$ cat src/sv/szdd_pkg.sv
// Shared types and constants of the SZDD LZSS token parser.
package szdd_pkg;

	// Width of the internal position counters; results show the low 32 bits
	localparam int POS_W = 32;
	localparam int OUT_POS_W = 32;
	localparam int WIN_W = 12;

	// Ring window start position
	localparam logic [WIN_W-1:0] WIN_START = WIN_W'(4096 - 16);

	// Header layout
	localparam logic [3:0] HDR_MAGIC_END = 4'd3;
	localparam logic [3:0] HDR_SIZE_B0 = 4'd10;
	localparam logic [3:0] HDR_SIZE_B1 = 4'd11;
	localparam logic [3:0] HDR_SIZE_B2 = 4'd12;
	localparam logic [3:0] HDR_LAST = 4'd13;

	// Result kinds
	localparam logic [2:0] KIND_HEADER = 3'd0;
	localparam logic [2:0] KIND_CONTROL = 3'd1;
	localparam logic [2:0] KIND_LITERAL = 3'd2;
	localparam logic [2:0] KIND_MATCH = 3'd3;
	localparam logic [2:0] KIND_BAD_MAGIC = 3'd4;
	localparam logic [2:0] KIND_TRUNCATED = 3'd5;

	// One result beat
	typedef struct packed {
		logic [2:0] kind;
		logic [OUT_POS_W-1:0] in_pos;
		logic [OUT_POS_W-1:0] out_pos;
		logic [WIN_W-1:0] win_pos;
		logic [7:0] byte_val;
		logic [WIN_W-1:0] m_off;
		logic [4:0] m_len;
		logic [31:0] dsize;
		logic s_end;
	} res_t;

	// Expected magic "SZDD"
	function automatic logic [7:0] magic_byte(input logic [1:0] idx);
		logic [7:0] m;
		unique case (idx)
			2'd0: m = 8'h53;
			2'd1: m = 8'h5A;
			2'd2: m = 8'h44;
			2'd3: m = 8'h44;
			default: m = 8'h44;
		endcase
		return m;
	endfunction

endpackage

$ cat src/sv/szdd_parse_core.sv
// Parser state and per-byte decode of header and LZSS tokens.
module szdd_parse_core (
	input  logic                 clk,
	input  logic                 arst_n,
	input  logic                 beat_en,
	input  logic [7:0]           data_byte,
	input  logic                 last_byte,
	output logic                 res_valid,
	output szdd_pkg::res_t       res
);
	import szdd_pkg::*;

	localparam logic [1:0] PH_HEADER = 2'd0;
	localparam logic [1:0] PH_BODY = 2'd1;
	localparam logic [1:0] PH_DISCARD = 2'd2;

	logic [1:0]       phase_q, phase_n;
	logic [3:0]       hdr_idx_q, hdr_idx_n;
	logic [31:0]      size_q, size_n;
	logic             magic_fail_q, magic_fail_n;
	logic [7:0]       ctrl_q, ctrl_n;
	logic [3:0]       bit_idx_q, bit_idx_n;
	logic             pair_vld_q, pair_vld_n;
	logic [7:0]       pair_byte_q, pair_byte_n;
	logic [POS_W-1:0] tok_pos_q, tok_pos_n;
	logic [POS_W-1:0] in_cnt_q, in_cnt_n;
	logic [POS_W-1:0] out_cnt_q, out_cnt_n;
	logic [WIN_W-1:0] win_q, win_n;
	logic [4:0]       m_len;

	assign m_len = {1'b0, data_byte[3:0]} + 5'd3;

	// Next state and result for the byte at the input
	always_comb begin
		phase_n = phase_q;
		hdr_idx_n = hdr_idx_q;
		size_n = size_q;
		magic_fail_n = magic_fail_q;
		ctrl_n = ctrl_q;
		bit_idx_n = bit_idx_q;
		pair_vld_n = pair_vld_q;
		pair_byte_n = pair_byte_q;
		tok_pos_n = tok_pos_q;
		in_cnt_n = in_cnt_q;
		out_cnt_n = out_cnt_q;
		win_n = win_q;
		res_valid = 1'b0;
		res.kind = KIND_HEADER;
		res.in_pos = '0;
		res.out_pos = OUT_POS_W'(out_cnt_q);
		res.win_pos = win_q;
		res.byte_val = '0;
		res.m_off = '0;
		res.m_len = '0;
		res.dsize = '0;
		res.s_end = last_byte;

		unique case (phase_q)
			PH_HEADER: begin
				// magic check and size assembly
				if (hdr_idx_q <= HDR_MAGIC_END) begin
					if (data_byte != magic_byte(hdr_idx_q[1:0]))
						magic_fail_n = 1'b1;
				end
				if (hdr_idx_q == HDR_SIZE_B0)
					size_n[7:0] = size_q[7:0] | data_byte;
				if (hdr_idx_q == HDR_SIZE_B1)
					size_n[15:8] = size_q[15:8] | data_byte;
				if (hdr_idx_q == HDR_SIZE_B2)
					size_n[23:16] = size_q[23:16] | data_byte;
				if (hdr_idx_q == HDR_LAST)
					size_n[31:24] = size_q[31:24] | data_byte;

				priority if (hdr_idx_q == HDR_MAGIC_END && magic_fail_n) begin
					res_valid = 1'b1;
					res.kind = KIND_BAD_MAGIC;
					phase_n = PH_DISCARD;
				end else if (hdr_idx_q >= HDR_LAST) begin
					res_valid = 1'b1;
					res.kind = KIND_HEADER;
					res.dsize = size_n;
					phase_n = PH_BODY;
				end else if (last_byte) begin
					res_valid = 1'b1;
					res.kind = magic_fail_n ? KIND_BAD_MAGIC : KIND_TRUNCATED;
				end else begin
					// mid-header byte, no result
				end
				hdr_idx_n = hdr_idx_q + 4'd1;
			end
			PH_BODY: begin
				res.dsize = size_q;
				in_cnt_n = in_cnt_q + POS_W'(1);
				priority if (bit_idx_q[3]) begin
					// control byte
					res_valid = 1'b1;
					res.kind = KIND_CONTROL;
					res.in_pos = OUT_POS_W'(in_cnt_q);
					res.byte_val = data_byte;
					ctrl_n = data_byte;
					bit_idx_n = '0;
				end else if (pair_vld_q) begin
					// second byte of a match pair
					res_valid = 1'b1;
					res.kind = KIND_MATCH;
					res.in_pos = OUT_POS_W'(tok_pos_q);
					res.m_off = {data_byte[7:4], pair_byte_q};
					res.m_len = m_len;
					out_cnt_n = out_cnt_q + POS_W'(m_len);
					win_n = win_q + WIN_W'(m_len);
					pair_vld_n = 1'b0;
					pair_byte_n = '0;
					bit_idx_n = bit_idx_q + 4'd1;
				end else if (ctrl_q[bit_idx_q[2:0]]) begin
					// literal
					res_valid = 1'b1;
					res.kind = KIND_LITERAL;
					res.in_pos = OUT_POS_W'(in_cnt_q);
					res.byte_val = data_byte;
					out_cnt_n = out_cnt_q + POS_W'(1);
					win_n = win_q + WIN_W'(1);
					bit_idx_n = bit_idx_q + 4'd1;
				end else begin
					// first byte of a match pair
					tok_pos_n = in_cnt_q;
					pair_vld_n = 1'b1;
					pair_byte_n = data_byte;
					if (last_byte) begin
						res_valid = 1'b1;
						res.kind = KIND_TRUNCATED;
						res.in_pos = OUT_POS_W'(in_cnt_q);
					end
				end
			end
			PH_DISCARD: begin
				// bytes after a bad magic are dropped
			end
			default: begin
				phase_n = PH_DISCARD;
			end
		endcase

		// end of file returns the parser to its reset state
		if (last_byte) begin
			phase_n = PH_HEADER;
			hdr_idx_n = '0;
			size_n = '0;
			magic_fail_n = 1'b0;
			ctrl_n = '0;
			bit_idx_n = 4'd8;
			pair_vld_n = 1'b0;
			pair_byte_n = '0;
			tok_pos_n = '0;
			in_cnt_n = '0;
			out_cnt_n = '0;
			win_n = WIN_START;
		end

		res_valid = res_valid & beat_en;
	end

	// State registers, updated on each accepted beat
	always_ff @(posedge clk or negedge arst_n) begin
		if (!arst_n) begin
			phase_q <= PH_HEADER;
			hdr_idx_q <= '0;
			size_q <= '0;
			magic_fail_q <= 1'b0;
			ctrl_q <= '0;
			bit_idx_q <= 4'd8;
			pair_vld_q <= 1'b0;
			pair_byte_q <= '0;
			tok_pos_q <= '0;
			in_cnt_q <= '0;
			out_cnt_q <= '0;
			win_q <= WIN_START;
		end else if (beat_en) begin
			phase_q <= phase_n;
			hdr_idx_q <= hdr_idx_n;
			size_q <= size_n;
			magic_fail_q <= magic_fail_n;
			ctrl_q <= ctrl_n;
			bit_idx_q <= bit_idx_n;
			pair_vld_q <= pair_vld_n;
			pair_byte_q <= pair_byte_n;
			tok_pos_q <= tok_pos_n;
			in_cnt_q <= in_cnt_n;
			out_cnt_q <= out_cnt_n;
			win_q <= win_n;
		end
	end

endmodule

$ cat src/sv/szdd_out_buf.sv
// Result register with a skid stage for the output channel.
module szdd_out_buf (
	input  logic           clk,
	input  logic           arst_n,
	input  logic           push,
	input  szdd_pkg::res_t push_res,
	output logic           full,
	output logic           out_valid,
	input  logic           out_stall,
	output szdd_pkg::res_t out_res
);
	import szdd_pkg::*;

	res_t main_q, skid_q;
	logic main_vld_q, skid_vld_q;
	logic pop;
	logic main_load;

	assign pop = main_vld_q & ~out_stall;
	assign main_load = ~main_vld_q | pop;
	assign full = skid_vld_q;
	assign out_valid = main_vld_q;
	assign out_res = main_q;

	// Occupancy
	always_ff @(posedge clk or negedge arst_n) begin
		if (!arst_n) begin
			main_vld_q <= 1'b0;
			skid_vld_q <= 1'b0;
		end else if (main_load) begin
			main_vld_q <= skid_vld_q | push;
			skid_vld_q <= skid_vld_q & push;
		end else if (push) begin
			skid_vld_q <= 1'b1;
		end
	end

	// Payload
	always_ff @(posedge clk) begin
		if (main_load) begin
			if (skid_vld_q) begin
				main_q <= skid_q;
				if (push)
					skid_q <= push_res;
			end else if (push) begin
				main_q <= push_res;
			end
		end else if (push) begin
			skid_q <= push_res;
		end
	end

endmodule

$ cat src/sv/szdd_lzss_token_parser.sv
// Top level of the SZDD LZSS token parser.
//
//  channel | direction | handshake          | payload
//  in      | sink      | in_valid/in_stall  | data_byte, last_byte
//  out     | source    | out_valid/out_stall| token_kind .. stream_end
//
// One byte is taken per cycle while in_stall is low; its result, if any, is
// registered in the output buffer. All decode is one combinational step
// from the parser state registers to the result register.
// Reset returns the parser to the start of a file, window at 4080.
// A two-entry output buffer lets input continue while a result waits;
// in_stall rises only when both entries hold results.
module szdd_lzss_token_parser (
	input  logic        clk,
	input  logic        arst_n,
	input  logic        in_valid,
	output logic        in_stall,
	input  logic [7:0]  data_byte,
	input  logic        last_byte,
	output logic        out_valid,
	input  logic        out_stall,
	output logic [2:0]  token_kind,
	output logic [31:0] in_position,
	output logic [31:0] out_position,
	output logic [11:0] window_position,
	output logic [7:0]  byte_value,
	output logic [11:0] match_offset,
	output logic [4:0]  match_length,
	output logic [31:0] declared_size,
	output logic        stream_end
);
	import szdd_pkg::*;

	logic beat_en;
	logic res_valid;
	logic buf_full;
	res_t res;
	res_t out_res;

	assign in_stall = buf_full;
	assign beat_en = in_valid & ~buf_full;

	szdd_parse_core u_core (
		.clk       (clk),
		.arst_n    (arst_n),
		.beat_en   (beat_en),
		.data_byte (data_byte),
		.last_byte (last_byte),
		.res_valid (res_valid),
		.res       (res)
	);

	szdd_out_buf u_out_buf (
		.clk       (clk),
		.arst_n    (arst_n),
		.push      (res_valid),
		.push_res  (res),
		.full      (buf_full),
		.out_valid (out_valid),
		.out_stall (out_stall),
		.out_res   (out_res)
	);

	assign token_kind = out_res.kind;
	assign in_position = out_res.in_pos;
	assign out_position = out_res.out_pos;
	assign window_position = out_res.win_pos;
	assign byte_value = out_res.byte_val;
	assign match_offset = out_res.m_off;
	assign match_length = out_res.m_len;
	assign declared_size = out_res.dsize;
	assign stream_end = out_res.s_end;

endmodule
$ cat config.mk
export PLATFORM = sky130hd
export DESIGN_NAME = szdd_lzss_token_parser
export DESIGN_NICKNAME = d
export VERILOG_FILES = /design/src/sv/szdd_pkg.sv /design/src/sv/szdd_parse_core.sv /design/src/sv/szdd_out_buf.sv /design/src/sv/szdd_lzss_token_parser.sv
export SDC_FILE = /design/constraint.sdc
export NUM_CORES = 1
export LEC_CHECK = 0
export ABC_AREA = 1
export BUFFER_PORTS_ARGS = -buffer_cell sky130_fd_sc_hd__buf_2
export CORE_MARGIN = 2
export CORE_UTILIZATION = 35
export DETAILED_ROUTE_END_ITERATION = 6
export MAX_ROUTING_LAYER = met4
export PLACE_DENSITY = 0.51
export RECOVER_POWER = 25
export SYNTH_ARGS = -nofsm -noshare
export SYNTH_HDL_FRONTEND = slang
export SYNTH_SLANG_ARGS = --single-unit
$ cat constraint.sdc
create_clock -name clk -period 21.5 [get_ports clk]
set_input_delay 4.3 -clock clk [delete_from_list [all_inputs] [get_ports clk]]
set_output_delay 4.3 -clock clk [all_outputs]
set_load 0.01 [all_outputs]
==> flow_summary_export.csv <==
group,metric,value,unit
yosys,netlist_instances,2089,
yosys,ys_top_cells_by_area,"edfxtp_1 (40%), dfrtp_1 (20%), nand2_1 (10%)",
setup_path,cp_top_family,"buffers and inverters",
global_routing,grt_max_degree,108,
yosys,ys.flop_type,"edfxtp_1",
clock_network,cts_tree,"done",
clock_network,clock_latency,0.58,ns
yosys,synth-seq-cells,444,
setup_path,start_kind,"input pin",
timing,finClkSkew,0.0182,ns
floorplan,core-area,57900,um^2
routing,route.vias.total,15100,
clock_network,clk_pin_slew,0.06,ns
yosys,syn_area,20600,um^2
timing,fin_crit_sh,44.6,%
job,maxCapViolCount,7,
clock_network,post_cts_buffers,0,
yosys,ys_warn_count,0,
clock_network,cts_resized,0,
routing,wl_per_cell,17.6,um
routing,viasPerCell,5.00,
routing,wl,53100,um
place,portBuffers,151,
pwr,cellPowerDensity,116,nW/um^2
timing,fmax,0.104,GHz
timing,fin_crit,9.59,ns
setup_path,slowest_stage,"clkbuf_1",
setup_path,cp-end-kind,"asynchronous set/reset pin",
yosys,synth-async-reset-ratio,38.3,%
global_routing,antenna_found_initial,0,
setup_path,critical-path-max-stage-delay,2.98,ns
global_routing,grtUsageTotal,18.1,%
setup_path,path_max_fanout,73,
place,dp_slack,13.24,ns
pwr,peakVddDrop,63.8,uV
yosys,netlist_top_cells_count,"nand2_1 (560), edfxtp_1 (274), inv_1 (213), o21ai_0 (169), dfrtp_1 (161)",
finish,drive_gt1_share,13.5,%
pwr,p_leak,9.21,nW
global_routing,gr-total-overflow,0,
place,place.gp.congestion,0.872,
yosys,netlist.area_leader.share,39.9,%
yosys,synthMuxAreaShare,0,%
setup_path,cp.arrival,8.72,ns
floorplan,dieHeight,247,um
finish,final_nets,2245,
floorplan,boundaryPins,152,
floorplan,dieArea,60800,um^2
run_status,violations,"max-capacitance violations, max-slew violations",
place,dp_hpwl,34600,um
floorplan,start_util,35.6,%
yosys,synth-seq-area-share,60.6,%
timing,slew_headroom,-178,%
timing,drv_slew,456,
yosys,synth_nets,2123,
timing,finalSetupViolCount,0,
floorplan,fp.dieW,247,um
timing,grt_setup_unrepaired,"no",
yosys,synth_area_leader_cell,"edfxtp_1",
min_path,hold_path.class,"flip-flop to flip-flop",
place,dpl_cell_area,22000,um^2
yosys,yosys.area_share.adder,1.35,%
global_routing,first_global_vias,15000,
clock_network,htree_num_levels,2,
setup_path,cp_num_buf_inv,2,
yosys,synth-edff-count,274,
yosys,yosysMostFrequentCell,"nand2_1",
yosys,synth_xor_area_share,0.383,%
routing,first_iter_violations,995,
clock_network,cts-root-buf,"clkbuf_16",
setup_path,crit_type,"input pin to asynchronous set/reset pin",
yosys,synth.distinct_cells,48,
routing,ant_nets,0,
clock_network,clk_path_buf_depth,3,
timing,tightest_slew,4.17,ns
setup_path,cp.required,20.63,ns
global_routing,grt_pass1_wl,84300,um
timing,fin_ws,11.91,ns
finish,fin_util,40.4,%
clock_network,cts_sinks,444,
routing,drt-pass1-iter-count,5,
yosys,synth_compound_area_share,10.8,%
floorplan,rows,88,
timing,finalHoldViolCount,0,
routing,drc_errors,0,
clock_network,postCtsHoldBufs,0,
run_status,status,"finished with violations",
clock_network,numCtsBuffers,46,
finish,n_antenna_cell,0,
timing,setup_tns,0,ns
yosys,synth_area_per_cell,9.86,um^2
finish,area_delta_synth_final,13.4,%
finish,fin_area,23400,um^2
yosys,yosys.area_share.simple,20.5,%
setup_path,crit_top_cell,"clkbuf_1",
yosys,synth_top_family_by_area,"simple AND/OR/NAND/NOR gates",
setup_path,worstPathCellList,"clkbuf_1, clkbuf_1",
## sequential cells by signal (all words and copies together) (netlist names)
register / flops
u_core.phase_q: 2
u_core.magic_fail_q: 1
u_core.in_cnt_q: 32
u_out_buf.out_res: 137
u_out_buf.out_valid: 1
u_out_buf.full: 1
u_core.win_q: 12
u_core.ctrl_q: 8
u_core.hdr_idx_q: 4
u_core.size_q: 32
u_core.bit_idx_q: 4
u_core.pair_byte_q: 8
u_core.out_cnt_q: 32
u_core.tok_pos_q: 32
u_core.pair_vld_q: 1
u_out_buf.skid_q: 137
## metrics by stage
| stage | hold WS, ns | cells | total power [mW] |
|---|---|---|---|
| detailed placement | 0.466 | 2928 | 1.93 |
| global route | 0.498 | 3014 | 2.87 |
| finish | 0.483 | 3014 | 2.71 |
| CTS | 0.483 | 3014 | 2.76 |
| global placement | 0.461 | 2928 | 1.92 |
| floorplan | 0.447 | 2089 | 1.69 |
## per-layer routing
layer	GRT usage [%]	vias up	wire length, um
met2	28.2	348	24600
met5	-	-	0
met4	5.33	0	1330
met1	24.5	7339	24700
met3	2.78	82	2480
li1	-	7312	-
## layout by cell type, fill, tap and decap left out, types with 40 or more instances in the layout
cell type and n:
nand4_1 40, o21ai_0 169, clkbuf_16 49, a21oi_1 75, nand3_1 104, dfrtp_1 160
edfxtp_1 274, buf_2 141, inv_1 214, nor3_1 44, nand2_1 560, nor2_1 107
## cell families after synthesis
logic type      Yosys count
compound gates          365
xor+xnor                  9
fa+ha+maj                21
buf+inv                 316
flops                   444
simple gates            934
## power by group
group	internal, mW	switching (mW)	leakage, nW
sequential	1.13	0.0675	4.87
clock	0.480	0.341	0.759
combinational	0.183	0.511	3.58
## final timing paths
path	from	endpoint	slack (ns)	depth (start not counted)
worst max-delay path	arst_n	u_out_buf.full	11.91	2
worst min-delay path	u_core.out_cnt_q[30]	u_out_buf.skid_q[100]	0.48	0
worst max register to register	u_out_buf.full	u_out_buf.out_res[75]	14.07	3
worst min register to register	u_core.out_cnt_q[30]	u_out_buf.skid_q[100]	0.48	0
max in group clk	last_byte	u_out_buf.skid_q[15]	13.22	9
min in group asynchronous	arst_n	u_core.out_cnt_q[27]	4.27	1
## area by class of cell
class | count | area, um^2
clock buffers | 56 | 1270
clock inverters | 30 | 270
fillers | 5822 | 34500
inverters | 226 | 858
multi-input cells | 1329 | 6700
flip-flops and latches | 444 | 12500
well taps | 765 | 957
repair buffers | 164 | 818
Note: power is estimated with default switching activity, not from simulation.
